File: config.mk
export PLATFORM = sky130hd
export DESIGN_NAME = spsl_best
export DESIGN_NICKNAME = d
export VERILOG_FILES = /design/src/design/spsl_pkg.sv /design/src/design/spsl_best.sv
export SDC_FILE = /design/constraint.sdc
export NUM_CORES = 1
export LEC_CHECK = 0
export BUFFER_PORTS_ARGS = -buffer_cell sky130_fd_sc_hd__buf_2
export CAP_MARGIN = 5
export CORE_ASPECT_RATIO = 0.75
export CORE_MARGIN = 2
export CORE_UTILIZATION = 50
export CTS_CLUSTER_SIZE = 30
export DETAILED_ROUTE_END_ITERATION = 7
export GPL_ROUTABILITY_DRIVEN = 0
export GPL_TIMING_DRIVEN = 1
export PLACE_DENSITY = 0.81
export REMOVE_ABC_BUFFERS = 1
export SLEW_MARGIN = 20
export SYNTH_ARGS = -nofsm -noshare
export SYNTH_HDL_FRONTEND = slang
export SYNTH_SLANG_ARGS = --single-unit
File: constraint.sdc
create_clock -name clk_i -period 2.8 [get_ports clk_i]
set_input_delay 0.14 -clock clk_i [delete_from_list [all_inputs] [get_ports clk_i]]
set_output_delay 0.14 -clock clk_i [all_outputs]
set_load 0.03 [all_outputs]
File: src/design/spsl_pkg.sv
`timescale 1ns / 1ps
`default_nettype none
// ----------------------------------------------------------------------------
// spsl_pkg
// shared constants and types for the stable priority select list
// ----------------------------------------------------------------------------
package spsl_pkg;

  localparam int unsigned MAX_ENTRIES = 256;
  localparam int unsigned ADDR_W      = $clog2(MAX_ENTRIES);
  localparam int unsigned CNT_W       = $clog2(MAX_ENTRIES + 1);
  localparam int unsigned MOVE_W      = 16;
  localparam int unsigned PRIO_W      = 32;

  typedef enum logic [1:0] {
    OP_NEW_NODE = 2'd0,
    OP_NEW_LIST = 2'd1,
    OP_ADD      = 2'd2,
    OP_TAKE     = 2'd3
  } op_e;

  typedef struct packed {
    logic                     taken;
    logic [MOVE_W-1:0]        move;
    logic signed [PRIO_W-1:0] prio;
  } entry_t;

  typedef struct packed {
    logic                     vld;
    logic [ADDR_W-1:0]        idx;
    logic [MOVE_W-1:0]        move;
    logic signed [PRIO_W-1:0] prio;
  } best_t;

  localparam int unsigned ENTRY_W = $bits(entry_t);

endpackage
`default_nettype wire

File: src/design/spsl_best.sv
`timescale 1ns / 1ps
`default_nettype none
// ----------------------------------------------------------------------------
// spsl_best
// shared signed compare unit holding the first maximum seen during a scan
// ----------------------------------------------------------------------------
module spsl_best (
  input  logic                        clk_i,
  input  logic                        rst_ni,
  input  logic                        clear_i,
  input  logic                        en_i,
  input  logic [spsl_pkg::ADDR_W-1:0] idx_i,
  input  spsl_pkg::entry_t            entry_i,
  output spsl_pkg::best_t             best_o
);
  import spsl_pkg::*;

  best_t best_q, best_d;
  logic  take_new;

  // strict greater keeps the earliest entry among equal priorities
  assign take_new = en_i && !entry_i.taken && (!best_q.vld || (entry_i.prio > best_q.prio));

  always_comb begin
    best_d = best_q;
    if (clear_i) begin
      best_d.vld = 1'b0;
    end else if (take_new) begin
      best_d.vld  = 1'b1;
      best_d.idx  = idx_i;
      best_d.move = entry_i.move;
      best_d.prio = entry_i.prio;
    end
  end

  always_ff @(posedge clk_i or negedge rst_ni) begin
    if (!rst_ni) begin
      best_q <= '0;
    end else begin
      best_q <= best_d;
    end
  end

  assign best_o = best_q;

endmodule
`default_nettype wire

==> impl_metrics.toml <==
[power]
irDropWorstVdd_mv = 0.614
p_per_area_nw_per_um2 = 1250
total_power_mw = 5.16
p_leak_nw = 2.19

[grt]
grt_max_degree = 33
grt.overflow.total = 0
track_usage_pct = 19.4
antenna_found_initial = 0
grt_pass1_wl_um = 10200
grt_pass1_vias = 2210

[layout]
nets = 465
syn2layout_area_growth_pct = 31.0
drive_above_1_share_pct = 53.3
largest_reg_flops = 57
fin_cells = 458
num_antenna_cells = 0

[hold_path]
hold_path_depth = 2
holdCritStartpoint = "idx_i[0]"
whs_endpoint = "best_o[48]"
hold_path.class = "input pin to flip-flop"

[routing]
wl_per_cell_um = 14.6
drt-initial-drc-count = 73
drtPass1Iterations = 3
ant_nets = 0
vias = 2219
wl_um = 6700
viasPerCell = 4.84
drc = 0

[setup_path]
end_kind = "flip-flop"
r2r_slack_ns = 0.13
cp-startpoint = "best_o[23]"
cp.required_ns = 3.02
cp_slowest_cell = "a2111o_1"
arrival_ns = 2.89
start_kind = "flip-flop"
critPathMaxFanout = 8
slowest_delay_ns = 0.42
r2r-end = "best_o[12]"
path_cells = "inv_1 -> ha_1 -> a21oi_1 -> o21a_1 -> o21ai_1 -> a2111o_1 -> or3_1 -> nand3_4 -> clkbuf_16 -> mux2_2"
reg2reg_depth = 10
crit_type = "flip-flop to flip-flop"
timing.rr.start = "best_o[23]"

[logic_synthesis]
synth_area_um2 = 3160
avgSynthCellArea_um2 = 13.2
seq_area_frac_synth_pct = 45.1
yosysWarnings = 0
synth-seq-cells = 57
synthCells = 240
synth_cell_types = 29

[clock_network]
clockRootBuffer = "clkbuf_8"
insertion_delay_ns = 0.33
clk_pin_slew_ns = 0.07
numCtsBuffers = 9
clock-sinks = 57
cts_tree = "done"
htree_num_levels = 3
cts_buffer_depth = 2

[timing]
finalHoldViolations = 0
fin_crit_sh_pct = 95.5
tightest_slew_ns = 0.595
skew_ns = 0.00879
rsz0062_at_grt = "false"
final-setup-viol-count = 0
slew_violations = 0
slew_headroom_pct = 60.3
fmax_mhz = 374
min_period_ns = 2.67

[floorplan]
die_h_um = 72.9
start_util_pct = 51.0
die_area_um2 = 6980
core_um2 = 6190
fp.dieW_um = 95.8
row_count = 25
pin_count = 118

[place]
dpl.hpwl_um = 5010
placed_cells = 436
io_buffer_count = 117

[flow_run]
drv_cap = 0

[status]
status = "finished, final reports clean"
[through the flow]
step	cell area [µm²]	utilization, %	worst slack (ns)	setup TNS, ns	hold slack (ns)
after CTS	4060	65.6	0.0149	0	0.0185
after floorplan	3050	-	-0.818	-45.77	-0.156
after global placement	3810	61.6	0.133	0	0.184
after global routing	4140	66.8	0.00581	0	0.0155
final	4140	66.8	0.127	0	0.0370
after detailed placement	3810	61.6	0.0405	0	0.183
[cells in the final DEF, fill, tap and decap left out, drive strengths merged, types with 7 or more instances in the layout]
cell / Yosys / final
clkbuf: 0 / 13
inv: 34 / 34
a21oi: 16 / 16
dfrtp: 57 / 57
mux2: 56 / 56
nand4: 7 / 7
ha: 32 / 32
buf: 6 / 123
[Yosys cell counts, drive strengths merged]
cell type | n | area (µm²)
dfrtp | 57 | 1430
nor4 | 1 | 6.26
o31a | 1 | 8.76
buf | 6 | 108
nor2b | 1 | 6.26
nor2 | 5 | 18.8
nand2 | 5 | 18.8
or3 | 1 | 6.26
nand3 | 5 | 30.0
inv | 34 | 128
a21o | 1 | 7.51
nand4 | 7 | 43.8
o21a | 2 | 15.0
a21oi | 16 | 83.8
o211ai | 2 | 15.0
a211oi | 1 | 7.51
nand3b | 1 | 7.51
o21ai | 2 | 10.0
a311oi | 1 | 8.76
a2111o | 1 | 11.3
ha | 32 | 400
mux2 | 56 | 781
a21boi | 1 | 7.51
nor3 | 1 | 5.00
[logic make-up after synthesis]
group / synth area share [%]
DFF: 45.1
AOI/OAI and AO/OA: 5.54
buffers and inverters: 7.44
muxes: 24.7
adders and majority gates: 12.7
and+or+nand+nor: 4.51
[worst max path at each step]
stage                     cells past startpoint  slack [ns]    endpoint
after detailed placement                     10        0.04   best_o[2]
after global placement                       10        0.13   best_o[1]
final                                        10        0.13  best_o[12]
after floorplan                               9       -0.82   best_o[0]
after CTS                                    10        0.01   best_o[2]
after global routing                         10       0.006  best_o[11]
[where the power goes]
part	internal, mW	total, mW	leakage [nW]	switching [mW]
clock	0.546	0.871	0.115	0.325
combinational	1.17	2.76	1.40	1.59
sequential	1.24	1.53	0.672	0.285
[layout make-up]
type / instances / area, µm²
clock buffer: 11 / 151
clock inverter: 5 / 77.6
fill: 490 / 2050
inverter: 34 / 128
multi-input combinational: 143 / 1510
sequential: 57 / 1430
tap: 81 / 101
timing repair buffer: 127 / 742
[worst max-delay path, delay by kind of cell, from the launching register on]
family | cells | cell delay [ns]
and+or+nand+nor | 2 | 0.54
AOI/OAI and AO/OA | 4 | 0.76
DFF | 1 | 0.37
muxes | 1 | 0.33
buffers and inverters | 2 | 0.25
adders and majority gates | 1 | 0.30
[timing repair]
action                     CTS  global route
resized for setup            0             3
setup endpoints to repair    0            50
setup buffers                0             2
hold endpoints to repair    26             0
hold buffers                 2             0
[per-layer routing]
layer | up-vias | routed length, µm | global-route usage (%)
met5 | - | 0 | 0
li1 | 1108 | - | -
met4 | 0 | 56 | 5.24
met2 | 69 | 3200 | 31.9
met3 | 8 | 393 | 5.79
met1 | 1034 | 3060 | 25.1
Note: power is estimated with default switching activity, not from simulation.
