[src/design/spsl_ram.sv]
`timescale 1ns / 1ps
`default_nettype none
// ----------------------------------------------------------------------------
// spsl_ram
// generic single write port, single read port memory with registered read
// ----------------------------------------------------------------------------
module spsl_ram #(
  parameter int unsigned Width = 8,
  parameter int unsigned Depth = 16,
  parameter int unsigned AddrW = $clog2(Depth)
) (
  input  logic             clk_i,
  input  logic             we_i,
  input  logic [AddrW-1:0] waddr_i,
  input  logic [Width-1:0] wdata_i,
  input  logic             re_i,
  input  logic [AddrW-1:0] raddr_i,
  output logic [Width-1:0] rdata_o
);

  logic [Width-1:0] mem_q [Depth];
  logic [Width-1:0] rdata_q;

  always_ff @(posedge clk_i) begin
    if (we_i) begin
      mem_q[waddr_i] <= wdata_i;
    end
  end

  always_ff @(posedge clk_i) begin
    if (re_i) begin
      rdata_q <= mem_q[raddr_i];
    end
  end

  assign rdata_o = rdata_q;

endmodule
`default_nettype wire

[config.mk]
export PLATFORM = sky130hd
export DESIGN_NAME = spsl_ram
export DESIGN_NICKNAME = d
export VERILOG_FILES = /design/src/design/spsl_ram.sv
export SDC_FILE = /design/constraint.sdc
export NUM_CORES = 1
export LEC_CHECK = 0
export BUFFER_PORTS_ARGS = -buffer_cell sky130_fd_sc_hd__buf_2
export CORE_MARGIN = 8
export CORE_UTILIZATION = 54
export CTS_CLUSTER_SIZE = 20
export DETAILED_ROUTE_END_ITERATION = 8
export PLACE_DENSITY = 0.83
export SYNTH_ARGS = -nofsm -noshare
export SYNTH_HDL_FRONTEND = slang
export SYNTH_SLANG_ARGS = --single-unit
export TNS_END_PERCENT = 1
[constraint.sdc]
create_clock -name clk_i -period 1.59 [get_ports clk_i]
set_input_delay 0.159 -clock clk_i [delete_from_list [all_inputs] [get_ports clk_i]]
set_output_delay 0.159 -clock clk_i [all_outputs]
set_load 0.02 [all_outputs]
==> reports/qor.csv, run 1 <==
stage;metric;value;unit
run_status;outcome;finished, final reports clean;
placed_design;gp_congestion;0.737;
yosys;synth_edf_count;136;
min_path;hp-class;primary input to flop;
setup_path;path_class;flop to flop;
pwr;p_leak;2.10;nW
detailed_routing;drcViolationCount;0;
yosys;synth_area;0.00523;mm2
global_routing;grt_pass1_wl;15.8;mm
final_layout;multiInputGateArea;0.00106;mm2
placed_design;dp_slack;-0.124;ns
timing;post-route-period-util;0.971;
clock_network;root_buffer;clkbuf_8;
clock_network;path_clk_slew;0.06;ns
global_routing;grt_start_max_net_pins;23;
final_layout;drive_gt1_frac;0.327;
yosys;synth_most_common_cell;edfxtp_1;
timing;max-slew-margin-rel;0.732;
pwr;comb_power_share;0.049;
timing;hold_viol_final;0;
setup_path;cp.arrival;1.77;ns
detailed_routing;antenna_left;0;
yosys;synth_ff_type;edfxtp_1;
timing;setup_slack;0.0462;ns
global_routing;grt_overflow;0;
pwr;pwr-share-seq;0.505;
timing;final-max-slew-violation-count;0;
yosys;syn_avg_cell_area;22.8;um2
placed_design;port_buffers;26;
final_layout;diodes;0;
timing;fin_skew;0.00874;ns
pwr;ir_drop;849;uV
timing;period_minus_slack;1.54;ns
timing;fmax;648;MHz
pwr;switching_share;0.203;
die;die_area;0.0131;mm2
yosys;yosysTopAreaCell;edfxtp_1;
global_routing;track_usage;0.172;
timing;finalSetupViolCount;0;
final_layout;ff_latch_area;0.00408;mm2
die;dieHeight;114;um
detailed_routing;vias;2486;
die;design.core.area;0.00959;mm2
die;initial_utilization;0.545;
pwr;p_total;8.04;mW
detailed_routing;via_per_inst;5.74;
detailed_routing;avgRoutedWirePerCell;23.4;um
yosys;synth.distinct_cells;18;
yosys;yosys_warnings;0;
yosys;ys_top_cells_by_area;edfxtp_1 (78%), mux4_2 (7.8%), mux4_1 (7.0%);
setup_path;worstSetupEndpointType;flop;
clock_network;clk_latency;0.51;ns
pwr;p_per_area;1300;mW/mm2
yosys;synth_top_area_frac;0.781;
clock_network;htreeDepth;4;
clock_network;cts_num_sinks;136;
setup_path;cp-start-kind;flop;
setup_path;critPathMaxFanout;1;
clock_network;cts_buffer_depth;2;
setup_path;required;1.82;ns
die;rows;36;
pwr;intPower;6.41;mW
pwr;p_clk_frac;0.446;
final_layout;areaGrowthSynthToFinish;18.7;%
yosys;synth_common_cells;edfxtp_1 (136), mux4_2 (18), a22oi_1 (16);
detailed_routing;drt-total-wl;10.1;mm
die;pin_count;27;
detailed_routing;drtIter0Drc;189;
yosys;syn_nets;248;
final_layout;nNetsFinal;306;
global_routing;antenna_found_initial;0;
yosys;ys_ff_latch;136;
detailed_routing;drt_pass1_iterations;4;
timing;worst_pin_slew;0.402;ns
clock_network;cts_tree;built;
job;cap_violations;0;
final_layout;nFillCells;625;
global_routing;grt_pass1_vias;2718;
yosys;async_flop_share;0;
placed_design;dp_hpwl;6.07;mm
yosys;yosysSeqAreaShare;0.781;
timing;rsz0062_at_grt;false;
pwr;power_switching;1.63;mW
yosys;syn_inst;229;
die;die_x;114;um
clock_network;cts_buffers;17;
==> kinds of logic (layout without fill, tap and decap cells) <==
logic type             after synthesis  count (layout)  share of synthesized area
muxes                               32              32                      0.148
AOI/OAI and AO/OA                   16              16                     0.0230
DFF                                136             136                      0.781
buffers and inverters               10              81                     0.0165
and+or+nand+nor                     35              35                     0.0314
==> registers in the layout (all words and copies together), names as in the netlist <==
signal and cells:
mem_q 128, rdata_o 8
==> layout make-up <==
class / count / share of cell area
Clock buffer: 18 / 0.0674
Timing Repair Buffer: 49 / 0.0553
Tap cell: 133 / 0.0268
Multi-Input combinational cell: 83 / 0.171
Clock inverter: 14 / 0.0216
Sequential cell: 136 / 0.658
==> worst max-delay path: stages (launching register included) <==
cell	delay, ns
edfxtp_1	0.40
mux4_2	0.46
a22oi_1	0.25
nand2_1	0.16
==> power by group through the flow <==
stage / logic [mW] / clock network (mW) / registers [mW]
floorplan: 0.204 / 0 / 4.15
global placement: 0.379 / 0 / 4.13
detailed placement: 0.395 / 0 / 4.14
CTS: 0.402 / 3.64 / 4.06
global route: 0.429 / 3.81 / 4.07
finish: 0.397 / 3.58 / 4.06
==> path summary, 6_finish.rpt <==
| check | slack (ns) | depth (start not counted) | endpoint | from |
|---|---|---|---|---|
| setup / recovery | 0.05 | 3 | rdata_o[6]$_DFFE_PP_ | mem_q[8][6]$_DFFE_PP_ |
| hold / removal | 0.03 | 1 | mem_q[7][3]$_DFFE_PP_ | wdata_i[3] |
| setup reg to reg | 0.05 | 3 | rdata_o[6]$_DFFE_PP_ | mem_q[8][6]$_DFFE_PP_ |
| hold reg to reg | 0.76 | 3 | rdata_o[3]$_DFFE_PP_ | mem_q[11][3]$_DFFE_PP_ |
==> through the flow <==
stage / setup TNS [ns] / util / area [um2] / hold slack (ns) / instances
floorplan: 0 / - / 5230 / 0.258 / 229
global placement: -0.363 / 0.588 / 5650 / 0.529 / 400
detailed placement: -0.591 / 0.588 / 5650 / 0.532 / 400
CTS: 0 / 0.647 / 6210 / 0.0112 / 433
global route: 0 / 0.647 / 6200 / 0.0142 / 433
finish: 0 / 0.647 / 6200 / 0.0339 / 433
==> cells in the final DEF (no fill, tap or decap), types with 2 or more instances in the layout <==
cell	count
nor2_1	13
nand2_1	9
clkinv_1	2
clkinv_2	4
nand2b_1	2
edfxtp_1	136
buf_2	26
buf_4	19
mux4_1	13
buf_12	3
bufinv_16	2
a22oi_1	16
mux4_2	19
nand3b_1	2
nor3_1	3
clkinvlp_4	5
clkbuf_16	16
==> per-layer routing <==
metal | track usage | up-vias | wire length (um)
li1 | - | 1095 | -
met1 | 0.209 | 1295 | 4100
met2 | 0.282 | 85 | 5240
met3 | 0.0491 | 11 | 632
met4 | 0.0719 | 0 | 144
met5 | 0 | - | 0
==> timing repair <==
action | 4_1_cts | 5_1_grt
hold buffers | 1 | 0
endpoints found under the setup margin | 0 | 1
resized for setup | 0 | 1
setup buffers | 0 | 0
hold endpoints to repair | 1 | 0
(Power assumes the default switching activity.)
==> run 2, diff against run 1 <==
Settings changed: HOLD_SLACK_MARGIN set to 0.1, REMOVE_ABC_BUFFERS set to 1.
==> reports/qor.csv, run 2 (synthesized netlist as in run 1, its figures left out) <==
stage;metric;value;unit
run_status;outcome;finished, final reports clean;
setup_path;max_stage_delay;0.56;ns
global_routing;grt_overflow;0;
die;rows;36;
final_layout;nFillCells;585;
timing;fin_skew;0.00859;ns
detailed_routing;drt-total-wl;10.5;mm
setup_path;rr_startpoint;mem_q[1][3]$_DFFE_PP_;
final_layout;finalInstanceArea;0.00639;mm2
min_path;hold_end;mem_q[8][5]$_DFFE_PP_;
setup_path;cp-start-kind;flop;
setup_path;r2r_end;rdata_o[3]$_DFFE_PP_;
timing;rsz0062_at_grt;false;
clock_network;htreeDepth;4;
placed_design;dpl_cell_area;0.00565;mm2
detailed_routing;vias;2561;
final_layout;final_common_cell;edfxtp_1;
pwr;p_per_area;1370;mW/mm2
setup_path;critPathSlowestCell;mux4_1;
setup_path;critPathMaxFanout;1;
timing;max-slew-margin-rel;0.723;
placed_design;gp_congestion;0.726;
die;initial_utilization;0.545;
detailed_routing;drt_pass1_iterations;4;
global_routing;antenna_found_initial;0;
timing;worst_pin_slew;0.415;ns
setup_path;reg2reg_slack;0.03;ns
setup_path;worstSetupEndpointType;flop;
setup_path;required;1.85;ns
die;design.core.area;0.00959;mm2
setup_path;path_buf_inv;0;
final_layout;mostFrequentLayoutCells;edfxtp_1 (136), buf_2 (26), buf_4 (20);
die;dieHeight;114;um
clock_network;cts_tree;built;
job;cap_violations;0;
die;die_x;114;um
placed_design;port_buffers;26;
global_routing;grt_start_max_net_pins;33;
detailed_routing;avgRoutedWirePerCell;23.8;um
clock_network;root_buffer;clkbuf_8;
placed_design;dp.cells;401;
detailed_routing;antenna_left;0;
global_routing;track_usage;0.174;
setup_path;r2r_cells;3;
clock_network;cts_buffers;17;
min_path;hp-class;primary input to flop;
clock_network;clk_latency;0.52;ns
setup_path;cp_top_family;multiplexers;
setup_path;crit_chain;mux4_1 > a22oi_1 > nand2_1;
detailed_routing;drtIter0Drc;266;
final_layout;finish.utilization;0.666;
final_layout;multiInputGateArea;0.00106;mm2
final_layout;ff_latch_area;0.00408;mm2
timing;final-max-slew-violation-count;0;
timing;fmax;643;MHz
final_layout;largest_register_ffs;128;
timing;finalSetupViolCount;0;
detailed_routing;drcViolationCount;0;
timing;hold_viol_final;0;
die;pin_count;27;
final_layout;nNetsFinal;315;
timing;fin_setup_tns;0;ns
pwr;ir_drop;1020;uV
final_layout;regMostFlops;mem_q;
timing;period_minus_slack;1.56;ns
detailed_routing;via_per_inst;5.79;
die;die_area;0.0131;mm2
timing;post-route-period-util;0.979;
clock_network;cts_buffer_depth;2;
global_routing;grt_pass1_vias;2720;
clock_network;cts_num_sinks;136;
final_layout;diodes;0;
min_path;whs_path_depth;3;
clock_network;path_clk_slew;0.06;ns
global_routing;grt_pass1_wl;16.1;mm
final_layout;instances_no_fill;442;
min_path;hold_start;waddr_i[0];
final_layout;drive_gt1_frac;0.314;
final_layout;areaGrowthSynthToFinish;22.2;%
placed_design;dp_hpwl;6.05;mm
setup_path;crit_start;mem_q[1][3]$_DFFE_PP_;
setup_path;path_class;flop to flop;
pwr;p_leak;2.19;nW
setup_path;cp.arrival;1.82;ns
[run 2: worst register-to-register path: cells and delay by family (launching register included)]
family	cells	cell delay (ns)
AOI/OAI and AO/OA	1	0.27
muxes	1	0.56
and+or+nand+nor	1	0.11
DFF	1	0.37
[run 2: worst max path at each step]
stage                            end  slack [ns]  cells after the start
2_1_floorplan  mem_q[0][0]$_DFFE_PP_       -0.06                      2
3_3_place_gp    rdata_o[2]$_DFFE_PP_       -0.08                      6
3_5_place_dp    rdata_o[5]$_DFFE_PP_       -0.11                      5
4_1_cts         rdata_o[3]$_DFFE_PP_        0.04                      3
5_1_grt         rdata_o[2]$_DFFE_PP_        0.02                      3
6_report        rdata_o[3]$_DFFE_PP_        0.03                      3
[run 2: cell type report]
cell class                      count  share of cell area
Clock buffer                       17              0.0648
Clock inverter                     15              0.0360
Multi-Input combinational cell     83               0.166
Sequential cell                   136               0.639
Tap cell                          133              0.0261
Timing Repair Buffer               58              0.0674
[run 2: report_power, final]
part,switching (mW),internal [mW],total [mW]
registers,0.0252,4.04,4.07
clock network,1.41,2.84,4.25
logic,0.234,0.183,0.417
total,1.67,7.06,8.73
[run 2: metal layers]
metal / part of all wire / track usage / vias up
li1: - / - / 1115
met1: 0.41 / 0.224 / 1311
met2: 0.50 / 0.272 / 121
met3: 0.079 / 0.0454 / 14
met4: 0.010 / 0.0790 / 0
met5: 0 / 0 / -
[run 2: what timing repair did]
item / in CTS / in global routing
setup buffers: 0 / 0
resized for setup: 0 / 1
endpoints found under the hold margin: 136 / 0
hold buffers: 9 / 0
endpoints found under the setup margin: 0 / 1
[run 2: metrics by stage]
stage                     power, mW  hold WS, ns  setup WS [ns]
after floorplan                4.31        0.258        -0.0619
after global placement         4.51        0.539        -0.0843
after detailed placement       4.53        0.545         -0.107
after CTS                      8.79        0.176         0.0407
after global routing           8.97        0.205         0.0177
final                          8.73        0.195         0.0339
